File: src/lps_pkg.sv
package lps_pkg;

   localparam int POINTS_DEF = 21;

   localparam int TICK_W     = 32;
   localparam int IDX_W      = 5;
   localparam int COORD_W    = 16;
   localparam int HORIZON_W  = 10;
   localparam int DELTA_W    = 16;
   localparam int ALPHA_W    = 9;
   localparam int FACTOR_W   = 11;
   localparam int CSR_IDX_W  = 2;
   localparam int CSR_DATA_W = 16;

   // horizon * 256
   localparam int DIVIDEND_W = HORIZON_W + 8;
   // shared multiplier: signed operand a, unsigned operand b, signed accumulator
   localparam int OPA_W      = COORD_W + 2;
   localparam int MAC_W      = OPA_W + FACTOR_W + 1;
   // current coordinate plus scaled delta
   localparam int PSUM_W     = 24;

   localparam logic [COORD_W-1:0] ONE_Q15   = 16'd32768;
   localparam logic [ALPHA_W-1:0] ALPHA_ONE = 9'd256;

   localparam logic [HORIZON_W-1:0] HORIZON_RST = 10'd25;
   localparam logic [DELTA_W-1:0]   DELTA_RST   = 16'd2621;
   localparam logic [ALPHA_W-1:0]   ALPHA_RST   = 9'd192;
   localparam logic [FACTOR_W-1:0]  CAP_RST     = 11'd384;

   localparam logic [CSR_IDX_W-1:0] CSR_HORIZON = 2'd0;
   localparam logic [CSR_IDX_W-1:0] CSR_DELTA   = 2'd1;
   localparam logic [CSR_IDX_W-1:0] CSR_ALPHA   = 2'd2;
   localparam logic [CSR_IDX_W-1:0] CSR_CAP     = 2'd3;

   typedef struct packed {
      logic [COORD_W-1:0] prev_x;
      logic [COORD_W-1:0] prev_y;
      logic [COORD_W-1:0] avg_x;
      logic [COORD_W-1:0] avg_y;
   } hist_word_type;

   localparam int HIST_W = $bits(hist_word_type);

   typedef struct packed {
      logic                    en;
      logic                    accum;
      logic signed [OPA_W-1:0] op_a;
      logic [FACTOR_W-1:0]     op_b;
   } mac_cmd_type;

   typedef struct packed {
      logic                  start;
      logic [DIVIDEND_W-1:0] dividend;
      logic [TICK_W-1:0]     divisor;
   } div_req_type;

   typedef enum logic [7:0] {
      S_IDLE = 8'b0000_0001,
      S_DIV  = 8'b0000_0010,
      S_MD   = 8'b0000_0100,
      S_PR   = 8'b0000_1000,
      S_M1   = 8'b0001_0000,
      S_M2   = 8'b0010_0000,
      S_SUM  = 8'b0100_0000,
      S_DONE = 8'b1000_0000
   } state_type;

endpackage

File: src/lps_ram.sv
module lps_ram #(
   parameter int WIDTH = 64,
   parameter int DEPTH = 21,
   localparam int AW = (DEPTH > 1) ? $clog2(DEPTH) : 1
) (
   input  logic             clock,
   input  logic             wr_en,
   input  logic [AW-1:0]    wr_addr,
   input  logic [WIDTH-1:0] wr_data,
   input  logic             rd_en,
   input  logic [AW-1:0]    rd_addr,
   output logic [WIDTH-1:0] rd_data
);

   logic [WIDTH-1:0] mem_ff [DEPTH];
   logic [WIDTH-1:0] rd_data_ff;

   always_ff @(posedge clock) begin
      if (wr_en) begin
         mem_ff[wr_addr] <= wr_data;
      end
      if (rd_en) begin
         rd_data_ff <= mem_ff[rd_addr];
      end
   end

   assign rd_data = rd_data_ff;

endmodule

File: src/lps_div.sv
module lps_div (
   input  logic                             clock,
   input  logic                             reset,
   input  lps_pkg::div_req_type             div_req,
   output logic                             div_done,
   output logic [lps_pkg::DIVIDEND_W-1:0]   quotient
);

   localparam int W     = lps_pkg::DIVIDEND_W;
   localparam int TW    = lps_pkg::TICK_W;
   localparam int CNT_W = $clog2(W);
   localparam logic [CNT_W-1:0] LAST = CNT_W'(W - 1);

   logic             busy_ff, busy_in;
   logic             done_ff, done_in;
   logic [CNT_W-1:0] cnt_ff, cnt_in;
   logic [TW-1:0]    rem_ff, rem_in;
   logic [W-1:0]     quo_ff, quo_in;
   logic [TW-1:0]    dsr_ff, dsr_in;

   logic [TW:0]      trial;
   logic [TW:0]      diff;
   logic             fits;

   // restoring division, one quotient bit per cycle
   assign trial = {rem_ff, quo_ff[W-1]};
   assign diff  = trial - {1'b0, dsr_ff};
   assign fits  = !diff[TW];

   always_comb begin
      busy_in = busy_ff;
      done_in = 1'b0;
      cnt_in  = cnt_ff;
      rem_in  = rem_ff;
      quo_in  = quo_ff;
      dsr_in  = dsr_ff;
      if (div_req.start) begin
         busy_in = 1'b1;
         cnt_in  = '0;
         rem_in  = '0;
         quo_in  = div_req.dividend;
         dsr_in  = div_req.divisor;
      end else if (busy_ff) begin
         rem_in = fits ? diff[TW-1:0] : trial[TW-1:0];
         quo_in = {quo_ff[W-2:0], fits};
         cnt_in = cnt_ff + 1'b1;
         if (cnt_ff == LAST) begin
            busy_in = 1'b0;
            done_in = 1'b1;
         end
      end
   end

   always_ff @(posedge clock) begin
      if (reset) begin
         busy_ff <= 1'b0;
         done_ff <= 1'b0;
         cnt_ff  <= '0;
      end else begin
         busy_ff <= busy_in;
         done_ff <= done_in;
         cnt_ff  <= cnt_in;
      end
   end

   always_ff @(posedge clock) begin
      rem_ff <= rem_in;
      quo_ff <= quo_in;
      dsr_ff <= dsr_in;
   end

   assign div_done = done_ff;
   assign quotient = quo_ff;

endmodule

File: src/lps_mac.sv
module lps_mac (
   input  logic                                clock,
   input  lps_pkg::mac_cmd_type                mac_cmd,
   output logic signed [lps_pkg::MAC_W-1:0]    mac_acc
);

   localparam int MW = lps_pkg::MAC_W;

   logic signed [MW-1:0] opa_ext;
   logic signed [MW-1:0] opb_ext;
   logic signed [MW-1:0] prod;
   logic signed [MW-1:0] acc_ff, acc_in;

   assign opa_ext = MW'(mac_cmd.op_a);
   assign opb_ext = MW'($signed({1'b0, mac_cmd.op_b}));
   assign prod    = opa_ext * opb_ext;

   always_comb begin
      acc_in = acc_ff;
      if (mac_cmd.en) begin
         acc_in = mac_cmd.accum ? acc_ff + prod : prod;
      end
   end

   always_ff @(posedge clock) begin
      acc_ff <= acc_in;
   end

   assign mac_acc = acc_ff;

endmodule

File: src/landmark_predictive_smoother.sv
// Channel   Direction  Handshake              Payload
// req       in         req_valid / req_ready  frame_time_ms, point_index, restart, coord_x/y/z
// rsp       out        rsp_valid / rsp_ready  out_index, smooth_x, smooth_y, out_z
// csr       in         csr_we (no wait)       csr_index, csr_wdata
//
// A tracked point runs, per axis, five steps on the one shared multiplier
// (delta times factor, prediction, two blend products, sum), then the result load.
// Point 0 of a tracked frame first waits for the bit-serial interval divider.
// Copied points (first, restart or out-of-range) go straight to the result load.
// Synchronous active-high reset; the history memory has no reset.
// A result waiting on rsp_ready holds only the final load; the next item is taken.
module landmark_predictive_smoother #(
   parameter int POINTS = lps_pkg::POINTS_DEF
) (
   input  logic                                    clock,
   input  logic                                    reset,
   input  logic                                    req_valid,
   output logic                                    req_ready,
   input  logic [lps_pkg::TICK_W-1:0]              req_frame_time_ms,
   input  logic [lps_pkg::IDX_W-1:0]               req_point_index,
   input  logic                                    req_restart,
   input  logic [lps_pkg::COORD_W-1:0]             req_coord_x,
   input  logic [lps_pkg::COORD_W-1:0]             req_coord_y,
   input  logic signed [lps_pkg::COORD_W-1:0]      req_coord_z,
   output logic                                    rsp_valid,
   input  logic                                    rsp_ready,
   output logic [lps_pkg::IDX_W-1:0]               rsp_out_index,
   output logic [lps_pkg::COORD_W-1:0]             rsp_smooth_x,
   output logic [lps_pkg::COORD_W-1:0]             rsp_smooth_y,
   output logic signed [lps_pkg::COORD_W-1:0]      rsp_out_z,
   input  logic                                    csr_we,
   input  logic [lps_pkg::CSR_IDX_W-1:0]           csr_index,
   input  logic [lps_pkg::CSR_DATA_W-1:0]          csr_wdata
);

   localparam int AW     = (POINTS > 1) ? $clog2(POINTS) : 1;
   localparam int CW     = lps_pkg::COORD_W;
   localparam int OW     = lps_pkg::OPA_W;
   localparam int PW     = lps_pkg::PSUM_W;
   localparam int FW     = lps_pkg::FACTOR_W;
   localparam int CMP_W  = lps_pkg::IDX_W + 2;
   localparam logic [CMP_W-1:0]     POINTS_V = CMP_W'(POINTS);
   localparam logic signed [PW-1:0] P_MAX    = PW'(lps_pkg::ONE_Q15);

   // configuration
   logic [lps_pkg::HORIZON_W-1:0] horizon_ff;
   logic [lps_pkg::DELTA_W-1:0]   delta_ff;
   logic [lps_pkg::ALPHA_W-1:0]   alpha_ff;
   logic [FW-1:0]                 cap_ff;

   // control state
   lps_pkg::state_type            state_ff, state_in;
   logic                          axis_ff, axis_in;
   logic [lps_pkg::TICK_W-1:0]    last_tick_ff, last_tick_in;
   logic [FW-1:0]                 factor_ff, factor_in;
   logic                          hist_valid_ff, hist_valid_in;
   logic                          init_frame_ff, init_frame_in;
   logic                          rsp_valid_ff, rsp_valid_in;
   logic                          rsp_load;

   // item payload
   logic [lps_pkg::IDX_W-1:0]     idx_ff;
   logic [CW-1:0]                 cx_ff, cy_ff;
   logic signed [CW-1:0]          z_ff;
   logic                          in_range_ff;
   logic [CW-1:0]                 p_ff;
   logic [CW-1:0]                 sx_ff, sy_ff;

   logic [lps_pkg::IDX_W-1:0]     rsp_idx_ff;
   logic [CW-1:0]                 rsp_x_ff, rsp_y_ff;
   logic signed [CW-1:0]          rsp_z_ff;

   logic                          accept;
   logic                          req_in_range;
   logic                          point0;
   logic                          fresh;
   logic [lps_pkg::TICK_W-1:0]    dt;
   logic [CW-1:0]                 cx_sat, cy_sat;

   lps_pkg::div_req_type          div_req;
   logic                          div_done;
   logic [lps_pkg::DIVIDEND_W-1:0] quotient;
   logic [FW-1:0]                 factor_capped;

   lps_pkg::mac_cmd_type          mac_cmd;
   logic signed [lps_pkg::MAC_W-1:0] mac_acc;

   logic                          ram_wr_en;
   logic [lps_pkg::HIST_W-1:0]    ram_rd_data;
   lps_pkg::hist_word_type        rd_word;
   lps_pkg::hist_word_type        wr_word;

   logic [CW-1:0]                 cur, prev, avg;
   logic signed [OW-1:0]          diff, lim, d_clamp;
   logic signed [PW-1:0]          p_sum;
   logic [CW-1:0]                 p_sat;
   logic [lps_pkg::ALPHA_W-1:0]   alpha_eff;
   logic [CW-1:0]                 blend;
   logic                          tracked;
   logic [CW-1:0]                 out_x, out_y;

   assign req_ready    = (state_ff == lps_pkg::S_IDLE);
   assign accept       = req_valid && req_ready;
   assign req_in_range = {2'b00, req_point_index} < POINTS_V;
   assign point0       = (req_point_index == '0);
   assign fresh        = req_restart || !hist_valid_ff;
   assign dt           = req_frame_time_ms - last_tick_ff;
   assign cx_sat       = (req_coord_x > lps_pkg::ONE_Q15) ? lps_pkg::ONE_Q15 : req_coord_x;
   assign cy_sat       = (req_coord_y > lps_pkg::ONE_Q15) ? lps_pkg::ONE_Q15 : req_coord_y;

   // configuration writes
   always_ff @(posedge clock) begin
      if (reset) begin
         horizon_ff <= lps_pkg::HORIZON_RST;
         delta_ff   <= lps_pkg::DELTA_RST;
         alpha_ff   <= lps_pkg::ALPHA_RST;
         cap_ff     <= lps_pkg::CAP_RST;
      end else if (csr_we) begin
         unique case (csr_index)
            lps_pkg::CSR_HORIZON: horizon_ff <= csr_wdata[lps_pkg::HORIZON_W-1:0];
            lps_pkg::CSR_DELTA:   delta_ff   <= csr_wdata[lps_pkg::DELTA_W-1:0];
            lps_pkg::CSR_ALPHA:   alpha_ff   <= csr_wdata[lps_pkg::ALPHA_W-1:0];
            lps_pkg::CSR_CAP:     cap_ff     <= csr_wdata[FW-1:0];
            default: ;
         endcase
      end
   end

   lps_div u_div (
      .clock    (clock),
      .reset    (reset),
      .div_req  (div_req),
      .div_done (div_done),
      .quotient (quotient)
   );

   assign factor_capped = (quotient > lps_pkg::DIVIDEND_W'(cap_ff)) ? cap_ff : quotient[FW-1:0];

   lps_mac u_mac (
      .clock   (clock),
      .mac_cmd (mac_cmd),
      .mac_acc (mac_acc)
   );

   lps_ram #(
      .WIDTH (lps_pkg::HIST_W),
      .DEPTH (POINTS)
   ) u_hist (
      .clock   (clock),
      .wr_en   (ram_wr_en),
      .wr_addr (AW'(idx_ff)),
      .wr_data (wr_word),
      .rd_en   (accept && req_in_range),
      .rd_addr (AW'(req_point_index)),
      .rd_data (ram_rd_data)
   );

   assign rd_word = ram_rd_data;

   // per-axis datapath around the shared multiplier
   assign cur  = axis_ff ? cy_ff : cx_ff;
   assign prev = axis_ff ? rd_word.prev_y : rd_word.prev_x;
   assign avg  = axis_ff ? rd_word.avg_y : rd_word.avg_x;
   assign diff = $signed({2'b00, cur}) - $signed({2'b00, prev});
   assign lim  = $signed({2'b00, delta_ff});

   always_comb begin
      d_clamp = diff;
      if (diff > lim) begin
         d_clamp = lim;
      end else if (diff < -lim) begin
         d_clamp = -lim;
      end
   end

   // floor of product / 256 is the arithmetic shift
   assign p_sum = $signed({8'b0, cur}) + PW'(mac_acc >>> 8);

   always_comb begin
      if (p_sum[PW-1]) begin
         p_sat = '0;
      end else if (p_sum > P_MAX) begin
         p_sat = lps_pkg::ONE_Q15;
      end else begin
         p_sat = p_sum[CW-1:0];
      end
   end

   assign alpha_eff = (alpha_ff > lps_pkg::ALPHA_ONE) ? lps_pkg::ALPHA_ONE : alpha_ff;
   assign blend     = mac_acc[CW+7:8];

   assign tracked = in_range_ff && !init_frame_ff;
   assign out_x   = tracked ? sx_ff : cx_ff;
   assign out_y   = tracked ? sy_ff : cy_ff;

   assign wr_word.prev_x = cx_ff;
   assign wr_word.prev_y = cy_ff;
   assign wr_word.avg_x  = out_x;
   assign wr_word.avg_y  = out_y;

   // sequencer
   always_comb begin
      state_in       = state_ff;
      axis_in        = axis_ff;
      last_tick_in   = last_tick_ff;
      factor_in      = factor_ff;
      hist_valid_in  = hist_valid_ff;
      init_frame_in  = init_frame_ff;
      rsp_valid_in   = rsp_valid_ff && !rsp_ready;
      rsp_load       = 1'b0;
      ram_wr_en      = 1'b0;
      div_req.start    = 1'b0;
      div_req.dividend = {horizon_ff, 8'b0};
      div_req.divisor  = (dt == '0) ? lps_pkg::TICK_W'(1) : dt;
      mac_cmd.en     = 1'b0;
      mac_cmd.accum  = 1'b0;
      mac_cmd.op_a   = d_clamp;
      mac_cmd.op_b   = factor_ff;

      unique case (state_ff)
         lps_pkg::S_IDLE: begin
            axis_in = 1'b0;
            if (accept) begin
               if (point0) begin
                  last_tick_in  = req_frame_time_ms;
                  hist_valid_in = 1'b1;
                  if (fresh) begin
                     init_frame_in = 1'b1;
                     state_in      = lps_pkg::S_DONE;
                  end else begin
                     init_frame_in = 1'b0;
                     div_req.start = 1'b1;
                     state_in      = lps_pkg::S_DIV;
                  end
               end else if (init_frame_ff || !req_in_range) begin
                  state_in = lps_pkg::S_DONE;
               end else begin
                  state_in = lps_pkg::S_MD;
               end
            end
         end
         lps_pkg::S_DIV: begin
            if (div_done) begin
               factor_in = factor_capped;
               state_in  = lps_pkg::S_MD;
            end
         end
         lps_pkg::S_MD: begin
            mac_cmd.en = 1'b1;
            state_in   = lps_pkg::S_PR;
         end
         lps_pkg::S_PR: begin
            state_in = lps_pkg::S_M1;
         end
         lps_pkg::S_M1: begin
            mac_cmd.en   = 1'b1;
            mac_cmd.op_a = $signed({2'b00, p_ff});
            mac_cmd.op_b = FW'(alpha_eff);
            state_in     = lps_pkg::S_M2;
         end
         lps_pkg::S_M2: begin
            mac_cmd.en    = 1'b1;
            mac_cmd.accum = 1'b1;
            mac_cmd.op_a  = $signed({2'b00, avg});
            mac_cmd.op_b  = FW'(lps_pkg::ALPHA_ONE - alpha_eff);
            state_in      = lps_pkg::S_SUM;
         end
         lps_pkg::S_SUM: begin
            if (axis_ff) begin
               state_in = lps_pkg::S_DONE;
            end else begin
               axis_in  = 1'b1;
               state_in = lps_pkg::S_MD;
            end
         end
         lps_pkg::S_DONE: begin
            // hold until the output register is free
            if (!rsp_valid_ff || rsp_ready) begin
               rsp_load     = 1'b1;
               rsp_valid_in = 1'b1;
               ram_wr_en    = in_range_ff;
               state_in     = lps_pkg::S_IDLE;
            end
         end
         default: begin
            state_in = lps_pkg::S_IDLE;
         end
      endcase
   end

   always_ff @(posedge clock) begin
      if (reset) begin
         state_ff      <= lps_pkg::S_IDLE;
         axis_ff       <= 1'b0;
         last_tick_ff  <= '0;
         factor_ff     <= '0;
         hist_valid_ff <= 1'b0;
         init_frame_ff <= 1'b1;
         rsp_valid_ff  <= 1'b0;
      end else begin
         state_ff      <= state_in;
         axis_ff       <= axis_in;
         last_tick_ff  <= last_tick_in;
         factor_ff     <= factor_in;
         hist_valid_ff <= hist_valid_in;
         init_frame_ff <= init_frame_in;
         rsp_valid_ff  <= rsp_valid_in;
      end
   end

   always_ff @(posedge clock) begin
      if (accept) begin
         idx_ff      <= req_point_index;
         cx_ff       <= cx_sat;
         cy_ff       <= cy_sat;
         z_ff        <= req_coord_z;
         in_range_ff <= req_in_range;
      end
      if (state_ff == lps_pkg::S_PR) begin
         p_ff <= p_sat;
      end
      if (state_ff == lps_pkg::S_SUM) begin
         if (axis_ff) begin
            sy_ff <= blend;
         end else begin
            sx_ff <= blend;
         end
      end
      if (rsp_load) begin
         rsp_idx_ff <= idx_ff;
         rsp_x_ff   <= out_x;
         rsp_y_ff   <= out_y;
         rsp_z_ff   <= z_ff;
      end
   end

   assign rsp_valid     = rsp_valid_ff;
   assign rsp_out_index = rsp_idx_ff;
   assign rsp_smooth_x  = rsp_x_ff;
   assign rsp_smooth_y  = rsp_y_ff;
   assign rsp_out_z     = rsp_z_ff;

endmodule

File: config.mk
export PLATFORM = sky130hd
export DESIGN_NAME = landmark_predictive_smoother
export DESIGN_NICKNAME = d
export VERILOG_FILES = /design/src/lps_pkg.sv /design/src/lps_ram.sv /design/src/lps_div.sv /design/src/lps_mac.sv /design/src/landmark_predictive_smoother.sv
export SDC_FILE = /design/constraint.sdc
export NUM_CORES = 2
export LEC_CHECK = 0
export ABC_AREA = 1
export BUFFER_PORTS_ARGS = -buffer_cell sky130_fd_sc_hd__buf_2
export CAP_MARGIN = 20
export CORE_MARGIN = 2
export CORE_UTILIZATION = 38
export DETAILED_ROUTE_END_ITERATION = 16
export PLACE_DENSITY_LB_ADDON = 0.15
export SETUP_SLACK_MARGIN = 0.05
export SLEW_MARGIN = 20
export SYNTH_ARGS = -nofsm -noshare
export SYNTH_HDL_FRONTEND = slang
export SYNTH_HIERARCHICAL = 1
export SYNTH_SLANG_ARGS = --single-unit
File: constraint.sdc
create_clock -name clock -period 18.75 [get_ports clock]
set_input_delay 1.875 -clock clock [delete_from_list [all_inputs] [get_ports clock]]
set_output_delay 1.875 -clock clock [all_outputs]
set_load 0.02 [all_outputs]
==> results.json <==
{
  "drt_iter0_markers": 5998,
  "worstSkewPairLatency_ps": 860,
  "placed_area_um2": 96480,
  "clock_skew_ps": 52.09,
  "grtUsageTotal_pct": 22.70,
  "slew-limit-headroom_pct": 24.15,
  "outcome": "finished, final reports clean",
  "register_area_um2": 52140,
  "clockBufferDepth": 3,
  "swShare_pct": 26.19,
  "seq_area_frac_synth_pct": 56.51,
  "post-route-cell-area_um2": 102600,
  "ys_types": 67,
  "multi_input_area_um2": 32160,
  "pwr-share-clk_pct": 40.4,
  "post-dp-hpwl_um": 174900,
  "rows": 180,
  "synth_edf_count": 1643,
  "slew_violations": 0,
  "ys.flop_type": "edfxtp_1",
  "switchingPower_w": 0.002374,
  "cap_violations": 0,
  "critical_path_class": "reg -> reg",
  "gp_congestion": 0.9364,
  "postCtsResizedCells": 0,
  "crit_path_start_kind": "flip-flop",
  "coreArea_um2": 241000,
  "yosys-top-cells-area": "edfxtp_1, nand2_1, inv_1",
  "grt_antenna_before_repair": 4,
  "p_int_w": 0.006693,
  "synth_top_area_share_pct": 53.47,
  "grt-ovfl-total": 0,
  "cts_setup_buffers": 0,
  "drc": 0,
  "cpMostUsedCell": "nand2_1",
  "die_x_um": 496.8,
  "grt_first_pass_wirelength_um": 420200,
  "cp-end-kind": "flip-flop",
  "port_buffers": 163,
  "ys_ff_latch": 1783,
  "cts_hold_buffers": 0,
  "synth_area_um2": 92270,
  "vias": 67290,
  "hold_viol": 0,
  "vias_per_cell": 5.050,
  "dr.pass1.iters": 6,
  "hold_path.class": "reg -> reg",
  "die_h_um": 496.8,
  "synth_area_leader_cell": "edfxtp_1",
  "crit_required_ps": 19320,
  "cts_tree": "built",
  "tightest_slew_ps": 1138,
  "nFillCells": 23620,
  "power_density_nw_per_um2": 88.40,
  "cp_max_fo": 50,
  "fmax_mhz": 84.19,
  "critPathTopFamily": "adder cells",
  "p_leak_nw": 44.61,
  "final_net_count": 10510,
  "cts_sinks": 1783,
  "drt-total-wl_um": 282600,
  "synthCells": 9878,
  "crit_buf_inv": 6,
  "grt_start_max_net_pins": 208,
  "htree_num_levels": 4,
  "numCtsBuffers": 195,
  "ys_async_sr_fraction_pct": 0,
  "setup_viol": 0,
  "cpPeakStageDelay_ps": 590,
  "final_core_util_pct": 42.56,
  "syn_to_final_growth_pct": 11.16,
  "grt_pass1_vias": 63930,
  "synth_area_per_cell_um2": 9.341,
  "fin_crit_sh_pct": 63.35,
  "ios": 164,
  "total_power_w": 0.009067,
  "dieArea_um2": 246800,
  "cts-root-buf": "clkbuf_16",
  "ir_worst_vdd_v": 0.00009865,
  "start_util_pct": 38.29,
  "period_needed_ps": 11880,
  "seqPwrFrac_pct": 49.3,
  "synth_warnings": 6,
  "rsz0062_at_grt": "false",
  "worstPathArrival_ps": 12440,
  "drive_above_1_share_pct": 7.439,
  "fin_tns_setup_ps": 0,
  "critPathSlowestCell": "nand4_1",
  "pwr-share-comb_pct": 10.3,
  "cts.clk_slew.worst_paths_ps": 60,
  "wire_per_inst_um": 21.21,
  "ant_nets": 0
}
[power groups by stage]
stage	clock network [W]	logic (W)	registers, W
after floorplan	0	0.000571	0.00456
after global placement	0	0.000927	0.00455
after detailed placement	0	0.000932	0.00455
after CTS	0.00375	0.000936	0.00447
after global routing	0.00389	0.00103	0.00447
final	0.00366	0.000937	0.00447
[placed cells by master, fill, tap and decap left out, types with 12 or more instances in the layout]
master	Yosys	routed
o21a_1	12	12
clkbuf_1	163	48
nand2_2	23	24
ha_1	238	238
nand2_1	2976	2975
nand3_2	24	24
a31oi_1	14	13
inv_1	1648	1647
edfxtp_1	1643	1643
buf_2	143	158
o31ai_1	16	16
clkinv_1	3	46
mux2i_1	15	15
o21ai_1	29	29
fa_1	184	184
and2_1	18	18
nor2_4	4	28
o22ai_1	64	64
o211ai_1	19	19
nor4_1	18	16
nand3_1	1004	1004
o21ai_0	287	286
buf_4	31	123
xor2_1	47	47
clkinv_2	0	32
o21bai_1	13	12
nor2_1	514	487
nor3_1	39	38
xnor2_1	50	50
mux2_2	32	32
inv_2	23	21
nor2_2	19	22
a21oi_1	230	230
nand3b_1	18	18
clkbuf_16	0	197
dfxtp_1	140	139
nand4_1	46	46
a21o_1	14	14
[cell families (layout without fill, tap and decap cells)]
| kind of cell | Yosys count | in the layout | synth area share [%] |
|---|---|---|---|
| AND/OR/NAND/NOR | 4745 | 4745 | 21.64 |
| buffers and inverters | 2069 | 2320 | 8.905 |
| flip-flops | 1783 | 1783 | 56.51 |
| AO/OA/AOI/OAI | 712 | 712 | 4.215 |
| adder cells (fa/ha/maj) | 422 | 422 | 7.220 |
| XOR/XNOR | 99 | 99 | 0.9560 |
| multiplexers | 47 | 47 | 0.5533 |
| other | 1 | 10 | 0.004064 |
[cell usage after synthesis (5+ instances only)]
library cell and instances:
nor2_2 19, buf_1 35, o21ai_0 287, o21ai_1 29, nand3b_1 18, inv_1 1648, nand3_2 24, xnor2_1 50
o211ai_1 19, a31oi_1 14, ha_1 238, o31ai_1 16, o22ai_1 64, nand2_1 2976, nand2_2 23, or2_2 6
a21boi_0 5, dfxtp_1 140, fa_1 184, o21a_1 12, a21o_1 14, edfxtp_1 1643, mux2i_1 15, buf_2 143
o21bai_1 13, nand3_1 1004, nor4_1 18, buf_4 31, inv_2 23, nor2_1 514, xor2_1 47, and2_1 18
nand2_4 8, buf_6 16, a21oi_1 230, clkbuf_1 163, mux2_2 32, nor3_1 39, nand4_1 46, nor4_2 6
[per-layer routing]
metal / vias up / share of wire, % / track usage [%]
met5: - / 0 / 0
met4: 0 / 2.2 / 5.654
met1: 32830 / 46 / 32.48
met2: 2054 / 46 / 36.80
met3: 294 / 5.8 / 2.517
li1: 32100 / - / -
[final timing paths]
check / start / to / slack [ps] / cells past startpoint
max: axis_ff$_SDFFE_PP0P_ / u_mac/mac_acc[24]$_DFFE_PP_ / 6870 / 45
min: z_ff[7]$_DFFE_PP_ / rsp_out_z[7]$_DFFE_PP_ / 420 / 0
max reg2reg: axis_ff$_SDFFE_PP0P_ / u_mac/mac_acc[24]$_DFFE_PP_ / 6870 / 45
min reg2reg: z_ff[7]$_DFFE_PP_ / rsp_out_z[7]$_DFFE_PP_ / 420 / 0
[sequential cells by signal, summed over array words and instances (netlist names), 8 cells and up]
name	count
u_hist/rd_data	64
cap_ff	11
u_mac/mac_acc	30
factor_ff	11
delta_ff	16
u_div/quotient	18
cy_ff	16
sy_ff	16
u_div/rem_ff	32
alpha_ff	9
u_hist/mem_ff	1344
rsp_smooth_y	16
z_ff	16
cx_ff	16
rsp_smooth_x	16
u_div/dsr_ff	32
rsp_out_z	16
last_tick_ff	32
sx_ff	16
horizon_ff	10
state_ff	8
p_ff	16
[worst register-to-register path, delay by kind of cell, from the launching register on]
family | cells | cell delay (ps)
buffers and inverters | 6 | 930
xor gates and xnor gates | 2 | 850
AOI/OAI and AO/OA | 9 | 1930
adders and majority gates | 9 | 3950
muxes | 1 | 570
and+or+nand+nor | 18 | 3110
DFF | 1 | 320
[through the flow]
stage	setup WS, ps	cells	hold WS (ps)
finish	6872	13320	418.4
global route	6100	13320	424.0
CTS	6762	13320	419.6
detailed placement	6832	12970	405.1
global placement	6770	12970	402.2
floorplan	9072	9885	400.3
[area by class of cell]
type                    count  share of cell area, %
clock buffers             248                  5.022
inverters                1675                  6.165
well taps                3185                  3.885
clock inverters           106                 0.8796
repair buffers            291                  1.847
flip-flops and latches   1783                  50.84
multi-input cells        6033                  31.36
diodes                      2               0.004880
Note: power is estimated with default switching activity, not from simulation.
